`config.mk`:
```
export PLATFORM = sky130hd
export DESIGN_NAME = bulk_only_transport_sequencer_flat
export DESIGN_NICKNAME = d
export VERILOG_FILES = /design/src/hdl/bot_pkg.sv /design/src/hdl/bot_if.sv /design/src/hdl/bot_csr.sv /design/src/hdl/bot_seq.sv /design/src/hdl/bulk_only_transport_sequencer.sv /design/src/flat_wrapper.sv
export SDC_FILE = /design/constraint.sdc
export NUM_CORES = 1
export LEC_CHECK = 0
export ABC_AREA = 1
export BUFFER_PORTS_ARGS = -buffer_cell sky130_fd_sc_hd__buf_2
export CORE_MARGIN = 5
export CORE_UTILIZATION = 30
export CTS_CLUSTER_SIZE = 25
export DETAILED_ROUTE_END_ITERATION = 6
export GPL_ROUTABILITY_DRIVEN = 0
export MAX_ROUTING_LAYER = met4
export SLEW_MARGIN = 15
export SYNTH_ARGS = -nofsm -noshare
export SYNTH_HDL_FRONTEND = slang
export SYNTH_SLANG_ARGS = --single-unit
```
`constraint.sdc`:
```
create_clock -name clock -period 3.87 [get_ports clock]
set_input_delay 0 -clock clock [delete_from_list [all_inputs] [get_ports clock]]
set_output_delay 0 -clock clock [all_outputs]
set_load 0.05 [all_outputs]
```
`src/hdl/bot_pkg.sv`:
```
// bot_pkg: shared types and constants of the bulk-only transport sequencer
// no dependencies; imported by all modules, while the interfaces do not import it
`timescale 1ns / 1ps
`default_nettype none

package bot_pkg;

   localparam int CSR_INDEX_WIDTH = 2;
   localparam int CSR_DATA_WIDTH  = 32;

   typedef enum logic [CSR_INDEX_WIDTH-1:0] {
      CSR_COMMAND_TAG   = 2'd0,
      CSR_SHORT_TIMEOUT = 2'd1,
      CSR_READ_TIMEOUT  = 2'd2,
      CSR_WRITE_TIMEOUT = 2'd3
   } csr_index_type;

   localparam logic [31:0] COMMAND_TAG_RESET   = 32'h1234_5678;
   localparam logic [15:0] SHORT_TIMEOUT_RESET = 16'd1000;
   localparam logic [15:0] READ_TIMEOUT_RESET  = 16'd4000;
   localparam logic [15:0] WRITE_TIMEOUT_RESET = 16'd10000;

   localparam logic [31:0] WRAPPER_BYTES    = 32'd31;
   localparam logic [31:0] STATUS_BYTES     = 32'd13;
   localparam logic [31:0] STATUS_SIGNATURE = 32'h5342_5355;
   localparam logic [7:0]  STATUS_GOOD      = 8'h00;

   typedef enum logic {
      OP_START    = 1'b0,
      OP_COMPLETE = 1'b1
   } op_type;

   typedef enum logic [1:0] {
      PH_IDLE    = 2'd0,
      PH_WRAPPER = 2'd1,
      PH_DATA    = 2'd2,
      PH_STATUS  = 2'd3
   } phase_type;

   typedef enum logic [2:0] {
      ACT_NONE         = 3'd0,
      ACT_SEND_WRAPPER = 3'd1,
      ACT_READ_DATA    = 3'd2,
      ACT_WRITE_DATA   = 3'd3,
      ACT_READ_STATUS  = 3'd4,
      ACT_SUCCESS      = 3'd5,
      ACT_ERROR        = 3'd6,
      ACT_BUSY         = 3'd7
   } action_type;

   typedef struct packed {
      logic [31:0] command_tag;
      logic [15:0] short_timeout;
      logic [15:0] read_timeout;
      logic [15:0] write_timeout;
   } cfg_type;

   typedef struct packed {
      logic        op;
      logic [6:0]  usb_addr;
      logic        direction;
      logic [31:0] data_bytes;
      logic        transfer_ok;
      logic [31:0] status_signature;
      logic [31:0] status_tag;
      logic [31:0] status_residue;
      logic [7:0]  status_code;
   } req_item_type;

   typedef struct packed {
      logic [2:0]  action;
      logic [6:0]  target_address;
      logic [31:0] byte_count;
      logic [15:0] timeout_ms;
      logic        close_pipes;
   } rsp_item_type;

endpackage

`default_nettype wire

```
`src/hdl/bot_if.sv`:
```
// bot_req_if and bot_rsp_if: valid/ready channels of the sequencer
// no package dependency; fields follow the item layout of bot_pkg
`timescale 1ns / 1ps
`default_nettype none

interface bot_req_if;
   logic        valid;
   logic        ready;
   logic        op;
   logic [6:0]  usb_addr;
   logic        direction;
   logic [31:0] data_bytes;
   logic        transfer_ok;
   logic [31:0] status_signature;
   logic [31:0] status_tag;
   logic [31:0] status_residue;
   logic [7:0]  status_code;

   modport source (
      output valid, op, usb_addr, direction, data_bytes, transfer_ok,
             status_signature, status_tag, status_residue, status_code,
      input  ready
   );
   modport sink (
      input  valid, op, usb_addr, direction, data_bytes, transfer_ok,
             status_signature, status_tag, status_residue, status_code,
      output ready
   );
endinterface

interface bot_rsp_if;
   logic        valid;
   logic        ready;
   logic [2:0]  action;
   logic [6:0]  target_address;
   logic [31:0] byte_count;
   logic [15:0] timeout_ms;
   logic        close_pipes;

   modport source (
      output valid, action, target_address, byte_count, timeout_ms, close_pipes,
      input  ready
   );
   modport sink (
      input  valid, action, target_address, byte_count, timeout_ms, close_pipes,
      output ready
   );
endinterface

`default_nettype wire

```
`src/hdl/bot_csr.sv`:
```
// bot_csr: configuration registers of the sequencer
// depends on bot_pkg
`timescale 1ns / 1ps
`default_nettype none

module bot_csr
   import bot_pkg::*;
(
   input  wire logic                       clock,
   input  wire logic                       reset,
   input  wire logic                       csr_write_enable,
   input  wire logic [CSR_INDEX_WIDTH-1:0] csr_index,
   input  wire logic [CSR_DATA_WIDTH-1:0]  csr_write_data,
   output cfg_type                         cfg
);

   cfg_type cfg_ff;
   cfg_type cfg_in;

   always_comb begin
      cfg_in = cfg_ff;
      if (csr_write_enable) begin
         unique case (csr_index_type'(csr_index))
            CSR_COMMAND_TAG:   cfg_in.command_tag   = csr_write_data;
            CSR_SHORT_TIMEOUT: cfg_in.short_timeout = csr_write_data[15:0];
            CSR_READ_TIMEOUT:  cfg_in.read_timeout  = csr_write_data[15:0];
            CSR_WRITE_TIMEOUT: cfg_in.write_timeout = csr_write_data[15:0];
            default:           cfg_in = cfg_ff;
         endcase
      end
   end

   always_ff @(posedge clock) begin
      if (reset) begin
         cfg_ff.command_tag   <= COMMAND_TAG_RESET;
         cfg_ff.short_timeout <= SHORT_TIMEOUT_RESET;
         cfg_ff.read_timeout  <= READ_TIMEOUT_RESET;
         cfg_ff.write_timeout <= WRITE_TIMEOUT_RESET;
      end else begin
         cfg_ff <= cfg_in;
      end
   end

   assign cfg = cfg_ff;

endmodule

`default_nettype wire

```
`src/hdl/bot_seq.sv`:
```
// bot_seq: input register, transport phase logic and result register
// depends on bot_pkg and the channel interfaces in bot_if
`timescale 1ns / 1ps
`default_nettype none

module bot_seq
   import bot_pkg::*;
(
   input  wire logic clock,
   input  wire logic reset,
   input  cfg_type   cfg,
   bot_req_if.sink   req_chan,
   bot_rsp_if.source rsp_chan
);

   logic         in_valid_ff;
   req_item_type in_item_ff;
   logic         rsp_valid_ff;
   rsp_item_type rsp_item_ff;
   rsp_item_type rsp_item_in;

   phase_type    phase_ff, phase_in;
   logic         read_dir_ff, read_dir_in;
   logic [31:0]  data_len_ff, data_len_in;
   logic [6:0]   device_ff, device_in;

   logic         exe_fire;
   logic         req_fire;
   logic         status_good;

   assign exe_fire = in_valid_ff && (!rsp_valid_ff || rsp_chan.ready);
   assign req_chan.ready = !in_valid_ff || exe_fire;
   assign req_fire = req_chan.valid && req_chan.ready;

   // input register
   always_ff @(posedge clock) begin
      if (reset) begin
         in_valid_ff <= 1'b0;
      end else if (req_chan.ready) begin
         in_valid_ff <= req_chan.valid;
      end
   end

   always_ff @(posedge clock) begin
      if (req_fire) begin
         in_item_ff.op               <= req_chan.op;
         in_item_ff.usb_addr         <= req_chan.usb_addr;
         in_item_ff.direction        <= req_chan.direction;
         in_item_ff.data_bytes       <= req_chan.data_bytes;
         in_item_ff.transfer_ok      <= req_chan.transfer_ok;
         in_item_ff.status_signature <= req_chan.status_signature;
         in_item_ff.status_tag       <= req_chan.status_tag;
         in_item_ff.status_residue   <= req_chan.status_residue;
         in_item_ff.status_code      <= req_chan.status_code;
      end
   end

   assign status_good = (in_item_ff.status_signature == STATUS_SIGNATURE)
                     && (in_item_ff.status_tag == cfg.command_tag)
                     && (in_item_ff.status_residue == 32'd0)
                     && (in_item_ff.status_code == STATUS_GOOD);

   // phase update and result
   always_comb begin
      phase_in    = phase_ff;
      read_dir_in = read_dir_ff;
      data_len_in = data_len_ff;
      device_in   = device_ff;
      rsp_item_in = '0;
      rsp_item_in.action = ACT_NONE;
      if (op_type'(in_item_ff.op) == OP_START) begin
         rsp_item_in.target_address = in_item_ff.usb_addr;
         if (phase_ff != PH_IDLE) begin
            rsp_item_in.action = ACT_BUSY;
         end else begin
            read_dir_in = in_item_ff.direction;
            data_len_in = in_item_ff.data_bytes;
            device_in   = in_item_ff.usb_addr;
            phase_in    = PH_WRAPPER;
            rsp_item_in.action     = ACT_SEND_WRAPPER;
            rsp_item_in.byte_count = WRAPPER_BYTES;
            rsp_item_in.timeout_ms = cfg.short_timeout;
         end
      end else if (phase_ff != PH_IDLE) begin
         rsp_item_in.target_address = device_ff;
         rsp_item_in.close_pipes    = 1'b1;
         if (!in_item_ff.transfer_ok) begin
            phase_in = PH_IDLE;
            rsp_item_in.action = ACT_ERROR;
         end else begin
            unique case (phase_ff)
               PH_WRAPPER, PH_DATA: begin
                  if (phase_ff == PH_WRAPPER && data_len_ff != 32'd0) begin
                     phase_in = PH_DATA;
                     rsp_item_in.byte_count = data_len_ff;
                     if (read_dir_ff) begin
                        rsp_item_in.action     = ACT_READ_DATA;
                        rsp_item_in.timeout_ms = cfg.read_timeout;
                     end else begin
                        rsp_item_in.action     = ACT_WRITE_DATA;
                        rsp_item_in.timeout_ms = cfg.write_timeout;
                     end
                  end else begin
                     phase_in = PH_STATUS;
                     rsp_item_in.action     = ACT_READ_STATUS;
                     rsp_item_in.byte_count = STATUS_BYTES;
                     rsp_item_in.timeout_ms = cfg.short_timeout;
                  end
               end
               PH_STATUS: begin
                  phase_in = PH_IDLE;
                  rsp_item_in.action = status_good ? ACT_SUCCESS : ACT_ERROR;
               end
               default: begin
                  phase_in = phase_ff;
               end
            endcase
         end
      end
   end

   always_ff @(posedge clock) begin
      if (reset) begin
         phase_ff    <= PH_IDLE;
         read_dir_ff <= 1'b0;
         data_len_ff <= 32'd0;
         device_ff   <= 7'd0;
      end else if (exe_fire) begin
         phase_ff    <= phase_in;
         read_dir_ff <= read_dir_in;
         data_len_ff <= data_len_in;
         device_ff   <= device_in;
      end
   end

   // result register
   always_ff @(posedge clock) begin
      if (reset) begin
         rsp_valid_ff <= 1'b0;
      end else if (exe_fire) begin
         rsp_valid_ff <= 1'b1;
      end else if (rsp_chan.ready) begin
         rsp_valid_ff <= 1'b0;
      end
   end

   always_ff @(posedge clock) begin
      if (exe_fire) begin
         rsp_item_ff <= rsp_item_in;
      end
   end

   assign rsp_chan.valid          = rsp_valid_ff;
   assign rsp_chan.action         = rsp_item_ff.action;
   assign rsp_chan.target_address = rsp_item_ff.target_address;
   assign rsp_chan.byte_count     = rsp_item_ff.byte_count;
   assign rsp_chan.timeout_ms     = rsp_item_ff.timeout_ms;
   assign rsp_chan.close_pipes    = rsp_item_ff.close_pipes;

   a_reset_idle: assert property (@(posedge clock)
      $past(reset) |-> phase_ff == PH_IDLE)
      else $error("phase not idle after reset");

   a_busy_reject: assert property (@(posedge clock) disable iff (reset)
      (exe_fire && op_type'(in_item_ff.op) == OP_START && phase_ff != PH_IDLE)
      |=> (rsp_item_ff.action == ACT_BUSY && $stable(phase_ff)))
      else $error("start while busy not rejected");

   a_return_idle: assert property (@(posedge clock) disable iff (reset)
      (exe_fire && phase_ff != PH_IDLE && phase_in == PH_IDLE)
      |=> (rsp_item_ff.action == ACT_SUCCESS || rsp_item_ff.action == ACT_ERROR))
      else $error("return to idle without a final result");

   a_close_pipes: assert property (@(posedge clock) disable iff (reset)
      (rsp_valid_ff && rsp_item_ff.close_pipes)
      |-> (rsp_item_ff.action != ACT_NONE && rsp_item_ff.action != ACT_SEND_WRAPPER
           && rsp_item_ff.action != ACT_BUSY))
      else $error("close_pipes on a result outside a running sequence");

endmodule

`default_nettype wire

```
`src/hdl/bulk_only_transport_sequencer.sv`:
```
// bulk_only_transport_sequencer: top level of the bulk-only transport sequencer
// depends on bot_pkg, bot_if, bot_csr and bot_seq
//
//  channel   | direction | handshake            | contents
//  req_chan  | in        | valid/ready          | start or completion item
//  rsp_chan  | out       | valid/ready          | one result item per request item
//  csr_*     | in        | write enable, no ack | tag and timeout registers
//
// one item per cycle sustained while rsp_chan does not stall; an item's result reaches rsp_chan
// through the input register and the result register around the phase logic
// reset is synchronous; phase idle, registers at their defaults, both stages empty
// a stalled result holds both stages; the input register still refills as the result drains
`timescale 1ns / 1ps
`default_nettype none

module bulk_only_transport_sequencer
   import bot_pkg::*;
(
   input  wire logic                       clock,
   input  wire logic                       reset,
   bot_req_if.sink                         req_chan,
   bot_rsp_if.source                       rsp_chan,
   input  wire logic                       csr_write_enable,
   input  wire logic [CSR_INDEX_WIDTH-1:0] csr_index,
   input  wire logic [CSR_DATA_WIDTH-1:0]  csr_write_data
);

   cfg_type cfg;

   bot_csr u_csr (
      .clock            (clock),
      .reset            (reset),
      .csr_write_enable (csr_write_enable),
      .csr_index        (csr_index),
      .csr_write_data   (csr_write_data),
      .cfg              (cfg)
   );

   bot_seq u_seq (
      .clock    (clock),
      .reset    (reset),
      .cfg      (cfg),
      .req_chan (req_chan),
      .rsp_chan (rsp_chan)
   );

endmodule

`default_nettype wire

```
`src/flat_wrapper.sv`:
```
// flat-port wrapper written by rule: the top's interface ports become plain ports
module bulk_only_transport_sequencer_flat import bot_pkg::*;
  (clock, reset, csr_write_enable, csr_index, csr_write_data, req_chan_valid, req_chan_op, req_chan_usb_addr, req_chan_direction, req_chan_data_bytes, req_chan_transfer_ok, req_chan_status_signature, req_chan_status_tag, req_chan_status_residue, req_chan_status_code, req_chan_ready, rsp_chan_valid, rsp_chan_action, rsp_chan_target_address, rsp_chan_byte_count, rsp_chan_timeout_ms, rsp_chan_close_pipes, rsp_chan_ready);
  bot_req_if req_chan_i ();
  bot_rsp_if rsp_chan_i ();
  input  wire logic clock;
  input  wire logic reset;
  input  wire logic csr_write_enable;
  input  wire logic [CSR_INDEX_WIDTH-1:0] csr_index;
  input  wire logic [CSR_DATA_WIDTH-1:0] csr_write_data;
  input wire logic [$bits(req_chan_i.valid)-1:0] req_chan_valid;
  input wire logic [$bits(req_chan_i.op)-1:0] req_chan_op;
  input wire logic [$bits(req_chan_i.usb_addr)-1:0] req_chan_usb_addr;
  input wire logic [$bits(req_chan_i.direction)-1:0] req_chan_direction;
  input wire logic [$bits(req_chan_i.data_bytes)-1:0] req_chan_data_bytes;
  input wire logic [$bits(req_chan_i.transfer_ok)-1:0] req_chan_transfer_ok;
  input wire logic [$bits(req_chan_i.status_signature)-1:0] req_chan_status_signature;
  input wire logic [$bits(req_chan_i.status_tag)-1:0] req_chan_status_tag;
  input wire logic [$bits(req_chan_i.status_residue)-1:0] req_chan_status_residue;
  input wire logic [$bits(req_chan_i.status_code)-1:0] req_chan_status_code;
  output wire logic [$bits(req_chan_i.ready)-1:0] req_chan_ready;
  output wire logic [$bits(rsp_chan_i.valid)-1:0] rsp_chan_valid;
  output wire logic [$bits(rsp_chan_i.action)-1:0] rsp_chan_action;
  output wire logic [$bits(rsp_chan_i.target_address)-1:0] rsp_chan_target_address;
  output wire logic [$bits(rsp_chan_i.byte_count)-1:0] rsp_chan_byte_count;
  output wire logic [$bits(rsp_chan_i.timeout_ms)-1:0] rsp_chan_timeout_ms;
  output wire logic [$bits(rsp_chan_i.close_pipes)-1:0] rsp_chan_close_pipes;
  input wire logic [$bits(rsp_chan_i.ready)-1:0] rsp_chan_ready;
  assign req_chan_i.valid = req_chan_valid;
  assign req_chan_i.op = req_chan_op;
  assign req_chan_i.usb_addr = req_chan_usb_addr;
  assign req_chan_i.direction = req_chan_direction;
  assign req_chan_i.data_bytes = req_chan_data_bytes;
  assign req_chan_i.transfer_ok = req_chan_transfer_ok;
  assign req_chan_i.status_signature = req_chan_status_signature;
  assign req_chan_i.status_tag = req_chan_status_tag;
  assign req_chan_i.status_residue = req_chan_status_residue;
  assign req_chan_i.status_code = req_chan_status_code;
  assign req_chan_ready = req_chan_i.ready;
  assign rsp_chan_valid = rsp_chan_i.valid;
  assign rsp_chan_action = rsp_chan_i.action;
  assign rsp_chan_target_address = rsp_chan_i.target_address;
  assign rsp_chan_byte_count = rsp_chan_i.byte_count;
  assign rsp_chan_timeout_ms = rsp_chan_i.timeout_ms;
  assign rsp_chan_close_pipes = rsp_chan_i.close_pipes;
  assign rsp_chan_i.ready = rsp_chan_ready;
  bulk_only_transport_sequencer u_core (.clock(clock), .reset(reset), .req_chan(req_chan_i), .rsp_chan(rsp_chan_i), .csr_write_enable(csr_write_enable), .csr_index(csr_index), .csr_write_data(csr_write_data));
endmodule
```
==> reports/metrics.csv, run 1 <==
stage,metric,value,unit
final_layout,areaGrowthSynthToFinish,38.8,%
final_layout,seqCellArea,0.00864,sq mm
synth,synth-seq-cells,329,
die,start_util,0.303,
clocking,clk_path_buf_depth,3,
outcome,status,"finished, final reports clean",
clocking,cts_tree,done,
clocking,cts.clk_slew.worst_paths,0.06,ns
global_routing,antenna_found_initial,2,
synth,syn_avg_cell_area,10.5,sq um
synth,syn_area,0.0124,sq mm
global_routing,grt.overflow.total,0,
setup_path,worstSetupEndpointType,register,
setup_path,ff2ff_setup_slack,1.37,ns
detailed_routing,detailroute.via_count,9562,
timing,fin_crit_sh,0.647,
setup_path,path_class,reg2reg,
die,ios,246,
timing,max_freq,0.400,GHz
setup_path,worstSetupStartpoint,u_core.u_seq.phase_ff[0],
timing,hold_viol,0,
final_layout,fillerInstances,3798,
min_path,hold_path_class,in2reg,
synth,ys_types,28,
die,die_h,213,um
global_routing,grt_start_max_net_pins,81,
detailed_routing,finalWirelength,33.3,mm
job,max_cap_violations,0,
die,rows,74,
clocking,root_buffer,clkbuf_16,
timing,maxSlewViolCount,0,
timing,clock_skew,0.0162,ns
clocking,cts_setup_buffers,0,
final_layout,multi_input_area,0.00309,sq mm
clocking,cts_buffers,38,
detailed_routing,drc_errors,0,
setup_path,rr_worst_depth,9,
final_layout,stdcell_count,2181,
detailed_routing,vias_per_cell,4.38,
final_layout,drive_above_1_share,0.202,
die,dieWidth,213,um
clocking,cts_num_sinks,329,
power,power_leakage,0.00702,uW
min_path,worstHoldEndpoint,u_core.u_seq.in_item_ff[73],
setup_path,worstPathMaxFanout,29,
clocking,clkLatencyLatePin,0.53,ns
timing,setup_violations,0,
setup_path,cp.required,4.24,ns
final_layout,nNetsFinal,1809,
detailed_routing,wl_per_cell,15.3,um
place,hpwl,21.2,mm
global_routing,grtUsageTotal,0.148,
clocking,cts_resized,0,
synth,yosys_warnings,0,
setup_path,r2r_end,u_core.u_seq.rsp_chan.byte_count[4],
timing,relSlewSlack,0.316,
synth,synth_top_area_share,0.498,
min_path,hold_path_depth,2,
timing,rsz0062_at_grt,no,
power,power_density,470,mW/mm^2
die,core_area,0.0408,sq mm
synth,syn_inst,1183,
setup_path,arrival,2.88,ns
die,die-area,0.0454,sq mm
setup_path,r2r-start,u_core.u_seq.phase_ff[0],
timing,tightest_slew,1.03,ns
synth,yosys.area.top_type,edfxtp_1,
min_path,min_from,req_chan_status_signature[1],
power,vdd_drop_max,0.273,mV
clocking,htreeDepth,2,
synth,seq_area_frac_synth,0.699,
setup_path,start_kind,register,
detailed_routing,drt_first_pass_iters,7,
detailed_routing,drtIter0Drc,467,
timing,tns,0,ns
global_routing,grt_pass1_wl,51.3,mm
synth,syn_nets,1372,
global_routing,grt_pass1_vias,9650,
synth,synth_area_leaders,"edfxtp_1 50%, dfxtp_1 20%, nand2_1 7.1%",
detailed_routing,postRouteAntennaNets,0,
timing,layout_min_cycle_time,2.50,ns
place,portBuffers,245,
place,placedCellCount,1925,
==> registers in the layout, summed over array words and instances, names as in the netlist, 2 cells and up <==
| signal | flops |
|---|---|
| u_core.u_seq.rsp_chan.timeout_ms | 16 |
| u_core.u_seq.phase_ff | 2 |
| u_core.u_seq.rsp_chan.byte_count | 32 |
| u_core.u_csr.cfg | 80 |
| u_core.u_seq.in_item_ff | 146 |
| u_core.u_seq.data_len_ff | 32 |
| u_core.u_seq.rsp_chan.action | 3 |
| u_core.u_seq.device_ff | 7 |
| u_core.u_seq.rsp_chan.target_address | 7 |
==> critical path: stages (launching register included) <==
cell,delay (ns)
dfxtp_1,0.38
inv_1,0.06
ha_1,0.28
nor2_4,0.14
inv_2,0.11
nor2_8,0.25
nand2_2,0.13
nor2_4,0.38
inv_2,0.37
o21ai_0,0.24
==> metrics by stage <==
step,power (uW),hold WS [ns],utilization,area [sq um],setup WS (ns)
global placement,4730,0.177,0.347,14200,1.46
finish,8070,0.165,0.420,17200,1.37
detailed placement,4750,0.178,0.347,14200,1.36
global route,8440,0.150,0.420,17200,1.05
CTS,8190,0.119,0.420,17200,1.34
floorplan,4490,0.0691,-,12400,0.0506
==> cells by family after synthesis <==
group                      Yosys count  synth area share
xor gates and xnor gates             7           0.00496
buffers and inverters              166            0.0523
adders and majority gates            4           0.00405
AOI/OAI and AO/OA                  191            0.0791
DFF                                329             0.699
and+or+nand+nor                    486             0.161
==> how the worst max path moves through the flow <==
stage | cells past startpoint | endpoint | slack (ns)
CTS | 9 | u_core.u_seq.rsp_chan.byte_count[1] | 1.34
detailed placement | 9 | u_core.u_seq.rsp_chan.byte_count[1] | 1.36
finish | 9 | u_core.u_seq.rsp_chan.byte_count[4] | 1.37
floorplan | 3 | u_core.u_seq.in_item_ff[0] | 0.05
global placement | 9 | u_core.u_seq.rsp_chan.byte_count[1] | 1.46
global route | 9 | u_core.u_seq.rsp_chan.byte_count[4] | 1.05
==> layout by cell type, fill, tap and decap left out, types with 4 or more instances in the layout <==
cell type / n
nand3_1: 61
clkbuf_1: 9
o21ai_0: 115
nor2_1: 164
nor2_2: 10
clkinv_2: 8
nand4_1: 6
edfxtp_1: 205
inv_2: 5
inv_1: 114
buf_4: 8
clkinv_1: 4
dfxtp_1: 124
a21oi_1: 66
nand2_1: 234
clkinvlp_4: 5
xnor2_1: 4
nor3_1: 4
buf_2: 245
dlygate4sd3_1: 187
o211ai_1: 8
clkbuf_16: 38
ha_1: 4
==> cell usage after synthesis <==
master	instances
buf_2	4
nand2_4	1
a31oi_1	1
nor2_4	2
a21oi_1	66
o22ai_1	1
inv_2	4
nand3_1	62
nor3_1	4
buf_4	1
clkinv_1	1
buf_6	2
xor2_1	3
nand4_1	6
nor2_1	164
o211ai_1	8
clkbuf_1	35
ha_1	4
xnor2_1	4
nor2_8	1
nand2_2	1
edfxtp_1	205
o21ai_0	115
nor2_2	10
buf_1	2
inv_1	117
nand2_1	235
dfxtp_1	124
==> per-layer routing <==
metal  wire (um)  track usage
met1       14300        0.183
met2       16100        0.245
met3        2010       0.0281
met4         913       0.0530
met5           0            -
==> area by class of cell <==
| class | instances | share of cell area |
|---|---|---|
| clock inverter | 17 | 0.00627 |
| inverter | 122 | 0.0270 |
| timing repair buffer | 441 | 0.185 |
| antenna | 3 | 0.000437 |
| tap | 532 | 0.0388 |
| sequential | 329 | 0.503 |
| clock buffer | 49 | 0.0590 |
| multi-input combinational | 688 | 0.180 |
==> power by group <==
| part | internal [uW] | switching [uW] |
|---|---|---|
| clock network | 1850 | 1400 |
| registers | 3940 | 81.6 |
| logic | 325 | 480 |
| total | 6110 | 1960 |
==> repair_timing <==
action,in CTS,in global routing
hold buffers,187,0
endpoints found under the setup margin,0,0
endpoints found under the hold margin,231,0
Power figures use the tool's default switching activity.
==> inputs of run 2 (changes only) <==
- clock period: 3.87 -> 2 ns (I/O delays scaled with it)
==> run 2 against run 1 <==
Setup slack lost 1.2 ns. Cell count grew 1.3%. Via count grew 0.67%. Clock skew grew 0.0040 ns. Hold slack lost 0.054 ns. Global-route usage grew 0.31 points. Total power grew 110%. Wire length grew 1.0%. Critical path type is now in2reg. Largest power group unchanged.
==> reports/metrics.csv, run 2 (synthesis gave the netlist of run 1 again) <==
stage,metric,value,unit,change
clocking,cts.clk_slew.worst_paths,0.06,ns,about the same
timing,maxSlewViolCount,0,,unchanged
global_routing,grt.overflow.total,0,,unchanged
die,ios,246,,unchanged
place,placedCellCount,1945,,+1.0%
final_layout,nNetsFinal,1831,,+1.2%
clocking,cts_num_sinks,329,,unchanged
global_routing,antenna_found_initial,5,,+3
setup_path,worstSetupEndpointType,register,,
global_routing,grt_pass1_vias,9826,,+1.8%
power,power_density,941,mW/mm^2,+100%
final_layout,areaGrowthSynthToFinish,42.8,%,
timing,hold_viol,0,,unchanged
setup_path,start_kind,input port,,
detailed_routing,detailroute.via_count,9626,,+0.67%
final_layout,largest_reg_flops,146,,unchanged
setup_path,cp.required,2.42,ns,-1.82 ns
timing,whs,0.111,ns,-0.0539 ns
die,start_util,0.303,,unchanged
job,max_cap_violations,0,,unchanged
die,rows,74,,unchanged
final_layout,layout_commonest_cell,buf_2,,
die,die-area,0.0454,sq mm,unchanged
clocking,htreeDepth,2,,unchanged
global_routing,grt_start_max_net_pins,56,,-31%
timing,relSlewSlack,0.660,,+0.344
place,portBuffers,245,,unchanged
outcome,status,"finished, final reports clean",,
final_layout,top_register,u_core.u_seq.in_item_ff,,
detailed_routing,postRouteAntennaNets,0,,unchanged
final_layout,multi_input_area,0.00311,sq mm,+0.65%
timing,layout_min_cycle_time,1.88,ns,
global_routing,grt_pass1_wl,52.3,mm,+1.9%
setup_path,worstPathMaxFanout,27,,-6.9%
die,core_area,0.0408,sq mm,unchanged
place,hpwl,22.2,mm,+4.7%
die,die_h,213,um,unchanged
detailed_routing,vias_per_cell,4.36,,-0.65%
power,power.total,16600,uW,+110%
timing,rsz0062_at_grt,no,,
clocking,clkLatencyLatePin,0.55,ns,+0.02 ns
detailed_routing,drt_first_pass_iters,5,,-2
detailed_routing,drtIter0Drc,576,,+23%
detailed_routing,finalWirelength,33.7,mm,+1.0%
clocking,cts_buffers,38,,unchanged
final_layout,seqCellArea,0.00864,sq mm,about the same
detailed_routing,drc_errors,0,,unchanged
timing,max_freq,0.531,GHz,
timing,clock_skew,0.0202,ns,+0.00401 ns
setup_path,path_class,in2reg,,
final_layout,fillerInstances,3771,,-0.71%
min_path,hold_path_class,in2reg,,
setup_path,arrival,2.31,ns,-0.57 ns
die,dieWidth,213,um,unchanged
clocking,cts_tree,done,,
final_layout,mostFrequentLayoutCells,"245 x buf_2, 231 x nand2_1, 205 x edfxtp_1, 187 x dlygate4sd3_1, 164 x nor2_1",,
timing,setup_violations,0,,unchanged
final_layout,stdcell_count,2210,,+1.3%
timing,fin_crit_sh,0.941,,
timing,tightest_slew,0.509,ns,-0.516 ns
clocking,root_buffer,clkbuf_16,,
final_layout,drive_above_1_share,0.217,,+0.0148
power,power_leakage,0.00725,uW,+3.4%
detailed_routing,wl_per_cell,15.2,um,-0.30%
clocking,clk_path_buf_depth,3,,unchanged
global_routing,grtUsageTotal,0.151,,+0.00308
power,vdd_drop_max,0.865,mV,+220%
==> run 2: cell count changes in the layout (fill, tap and decap cells not counted), sizes merged <==
cell	change
buf	+22
bufinv	+5
clkbuf	+4
clkinv	-3
clkinvlp	-1
diode	+3
inv	-1
==> run 2: report_power, final <==
group	internal [uW]	total, uW	switching, uW
combinational	673	1620	948
sequential	7620	7760	147
clock	4430	7230	2800
total	12700	16600	3890
==> run 2: worst paths after layout <==
check / slack (ns) / from / cells after the start / to
max reg2reg: 0.15 / u_core.u_seq.in_item_ff[23] / 10 / u_core.u_seq.rsp_chan.action[1]
max: 0.12 / csr_index[1] / 9 / u_core.u_csr.cfg[0]
min: 0.11 / rsp_chan_ready / 6 / u_core.u_seq.phase_ff[0]
min reg2reg: 0.45 / u_core.u_csr.cfg[5] / 2 / u_core.u_csr.cfg[5]
==> run 2: per-layer routing <==
layer	part of all wire	GRT usage
met2	0.49	0.257
met3	0.065	0.0336
met5	0	-
met1	0.42	0.181
met4	0.025	0.0472
==> run 2: timing repair <==
item,in CTS,in global routing
endpoints found under the hold margin,231,0
gates resized for setup,0,2
buffers inserted,0,2
pin swaps,1,1
setup endpoints to repair,1,30
hold buffers,187,0
==> run 2: cell type report <==
type / count / share of cell area
clock inverter: 17 / 0.0139
antenna: 6 / 0.000851
sequential: 329 / 0.490
timing repair buffer: 463 / 0.194
inverter: 122 / 0.0266
tap: 532 / 0.0377
clock buffer: 53 / 0.0607
multi-input combinational: 688 / 0.176
==> run 2: worst max-delay path: stages <==
cell and delay, ns:
dlygate4sd3_1 0.55, buf_2 0.12, nand2_1 0.05, dlygate4sd3_1 0.55, nor2_1 0.40, clkinv_1 0.12, buf_4 0.24, o21ai_0 0.20
a21oi_1 0.06
==> run 2: per-stage QoR <==
| step | setup TNS (ns) | worst slack (ns) | utilization | instance area, sq um |
|---|---|---|---|---|
| finish | 0 | 0.118 | 0.432 | 17700 |
| floorplan | -202.83 | -1.33 | - | 12400 |
| global route | 0 | 0.00106 | 0.432 | 17600 |
| detailed placement | 0 | 0.0133 | 0.353 | 14400 |
| global placement | 0 | 0.0985 | 0.353 | 14400 |
| CTS | 0 | 0.0119 | 0.431 | 17600 |
==> inputs of run 3 (changes only) <==
- CORE_MARGIN: 5 -> 10
- CORE_UTILIZATION: 30 -> 49
- PLACE_DENSITY: default -> 0.75
- SETUP_SLACK_MARGIN: default -> 0.1
==> run 3 against run 2 <==
Fmax grew 5.0%. Cell count shrank 10%. Non-clock buffer count shrank 7. Global-route usage grew 6.5 points. Clock-buffer cell count shrank 11. Via count grew 3.4%. Sequential share of layout area grew 1.2 points. Sequential power is essentially flat. Clock skew grew 0.0065 ns. Core utilization grew 26 points. Wire length grew 1.9%. Clock power shrank 9.7%. Critical endpoint is now u_core.u_seq.rsp_chan.action[0]. Highest routed layer unchanged.
==> reports/metrics.csv, run 3 (synthesis gave the netlist of run 1 again) <==
stage,metric,value,unit,change
outcome,status,"finished, final reports clean",,
global_routing,grt_pass1_vias,10059,,+2.4%
power,power.switching,3700,uW,-5.0%
timing,max_freq,0.558,GHz,+5.0%
place,placedCellCount,1736,,-11%
die,ios,246,,unchanged
power,comb_power_share,0.104,,+0.006
timing,layout_min_cycle_time,1.79,ns,-0.0897 ns
detailed_routing,finalWirelength,34.3,mm,+1.9%
clocking,cts_tree,done,,
final_layout,mostFrequentLayoutCells,"245 x buf_2, 230 x nand2_1, 205 x edfxtp_1, 181 x dlygate4sd3_1, 162 x nor2_1",,
power,seqPwrFrac,0.487,,+0.020
clocking,cts_num_sinks,329,,unchanged
power,pwr-share-clk,0.409,,-0.026
clocking,cts.clk_slew.worst_paths,0.06,ns,about the same
power,switching_share,0.232,,-0.00270
final_layout,final_core_util,0.688,,+0.256
timing,hold_viol,0,,unchanged
min_path,hold_path_class,in2reg,,
global_routing,grt_start_max_net_pins,84,,+50%
setup_path,start_kind,register,,
timing,rsz0062_at_grt,no,,
timing,tightest_slew,0.493,ns,-0.0160 ns
final_layout,layout_commonest_cell,buf_2,,
timing,relSlewSlack,0.671,,+0.0116
final_layout,largest_reg_flops,146,,unchanged
min_path,hold_path_depth,6,,unchanged
place,placed_area,0.0141,sq mm,-2.1%
clocking,clkLatencyLatePin,0.51,ns,-0.04 ns
final_layout,nNetsFinal,1821,,-0.55%
job,max_cap_violations,0,,unchanged
setup_path,slowest_stage,dfxtp_1,,
power,power_leakage,0.00716,uW,-1.3%
final_layout,stdcell_count,1990,,-10%
global_routing,grt.overflow.total,0,,unchanged
setup_path,path_class,reg2reg,,
die,rows,58,,-22%
global_routing,grt_pass1_wl,53.4,mm,+2.1%
die,start_util,0.494,,+0.191
detailed_routing,postRouteAntennaNets,0,,unchanged
final_layout,top_register,u_core.u_seq.in_item_ff,,
clocking,htreeDepth,2,,unchanged
detailed_routing,vias_per_cell,5.00,,+15%
setup_path,crit_top_cell,nand2_1,,
setup_path,crit_path_cell_trace,inv_1 -> nand2_1 -> nor3_1 -> nand2_1 -> nor2_2 -> nand2_2 -> nand2_4 -> nor2_4 -> buf_4 -> nand2_1 -> nand2_1 -> inv_1 -> nand2_1,,
clocking,clk_path_buf_depth,3,,unchanged
final_layout,final_area,0.0172,sq mm,-2.4%
setup_path,worstSetupEndpointType,register,,
timing,fin_crit_sh,0.896,,-0.0449
place,hpwl,20.6,mm,-7.4%
global_routing,grtUsageTotal,0.217,,+0.0655
die,die_h,179,um,-16%
power,power.total,16000,uW,-3.9%
setup_path,rr_worst_depth,13,,+3
final_layout,drive_above_1_share,0.219,,+0.00256
power,power_density,926,mW/mm^2,-1.6%
power,vdd_drop_max,0.833,mV,-3.8%
detailed_routing,drt_first_pass_iters,6,,+1
timing,setup_violations,0,,unchanged
setup_path,cp.required,2.27,ns,-0.15 ns
timing,clock_skew,0.0267,ns,+0.00649 ns
die,core_area,0.0250,sq mm,-39%
setup_path,arrival,2.06,ns,-0.25 ns
clocking,root_buffer,clkbuf_16,,
die,die-area,0.0320,sq mm,-30%
power,intPower,12300,uW,-3.6%
detailed_routing,drtIter0Drc,1144,,+99%
timing,whs,0.0304,ns,-0.0804 ns
global_routing,antenna_found_initial,3,,-2
timing,maxSlewViolCount,0,,unchanged
final_layout,areaGrowthSynthToFinish,39.4,%,
setup_path,worstPathMaxFanout,15,,-44%
setup_path,slowest_delay,0.30,ns,-0.25 ns
detailed_routing,drc_errors,0,,unchanged
final_layout,fillerInstances,1746,,-54%
detailed_routing,wl_per_cell,17.2,um,+13%
detailed_routing,detailroute.via_count,9949,,+3.4%
die,dieWidth,179,um,-16%
place,portBuffers,245,,unchanged
clocking,cts_buffers,34,,-11%
==> run 3: cell type report <==
cell class | instances | area [sq um] | share of cell area
repair inverters | 1 | 7.51 | 0.000436
diodes | 3 | 7.51 | 0.000436
clock buffers | 42 | 933 | 0.0542
repair buffers | 456 | 3400 | 0.197
clock inverters | 19 | 224 | 0.0130
well taps | 330 | 413 | 0.0240
inverters | 122 | 473 | 0.0274
multi-input cells | 688 | 3130 | 0.182
flip-flops and latches | 329 | 8640 | 0.502
==> run 3: worst paths after layout <==
path                           startpoint                               to  slack (ns)
max          u_core.u_seq.data_len_ff[24]  u_core.u_seq.rsp_chan.action[0]        0.21
min                          csr_index[1]              u_core.u_csr.cfg[8]        0.03
max reg2reg  u_core.u_seq.data_len_ff[24]  u_core.u_seq.rsp_chan.action[0]        0.21
min reg2reg           u_core.u_csr.cfg[2]              u_core.u_csr.cfg[2]        0.45
==> run 3: repair_timing <==
item	CTS	global route
pin swaps	1	4
cloned	0	2
resized for setup	0	14
hold endpoints to repair	231	0
setup endpoints to repair	22	70
setup buffers	1	6
hold buffers	181	0
==> run 3: routing by layer <==
metal / GRT usage / share of wire / vias to the layer above
met2: 0.347 / 0.48 / 466
met1: 0.274 / 0.41 / 4609
met4: 0.0527 / 0.017 / 0
li1: - / - / 4820
met5: - / 0 / -
met3: 0.0524 / 0.092 / 54
==> run 3: worst max-delay path: cells and delay by family, from the launching register on <==
kind | cells | cell delay (ns)
simple gates | 10 | 0.95
buf+inv | 3 | 0.33
flops | 1 | 0.30
==> run 3: power by group through the flow <==
| stage | Sequential, uW | Clock (uW) | Combinational, uW |
|---|---|---|---|
| after floorplan | 8100 | 0 | 598 |
| after global placement | 7890 | 0 | 1260 |
| after detailed placement | 7900 | 0 | 1290 |
| after CTS | 7760 | 6620 | 1580 |
| after global routing | 7810 | 6900 | 1810 |
| final | 7780 | 6530 | 1660 |
==> run 3: through the flow <==
| step | setup TNS [ns] | worst slack (ns) |
|---|---|---|
| after floorplan | -202.83 | -1.33 |
| after global placement | 0 | 0.0955 |
| after detailed placement | -0.0127 | -0.00753 |
| after CTS | 0 | 0.117 |
| after global routing | 0 | 0.0911 |
| final | 0 | 0.208 |
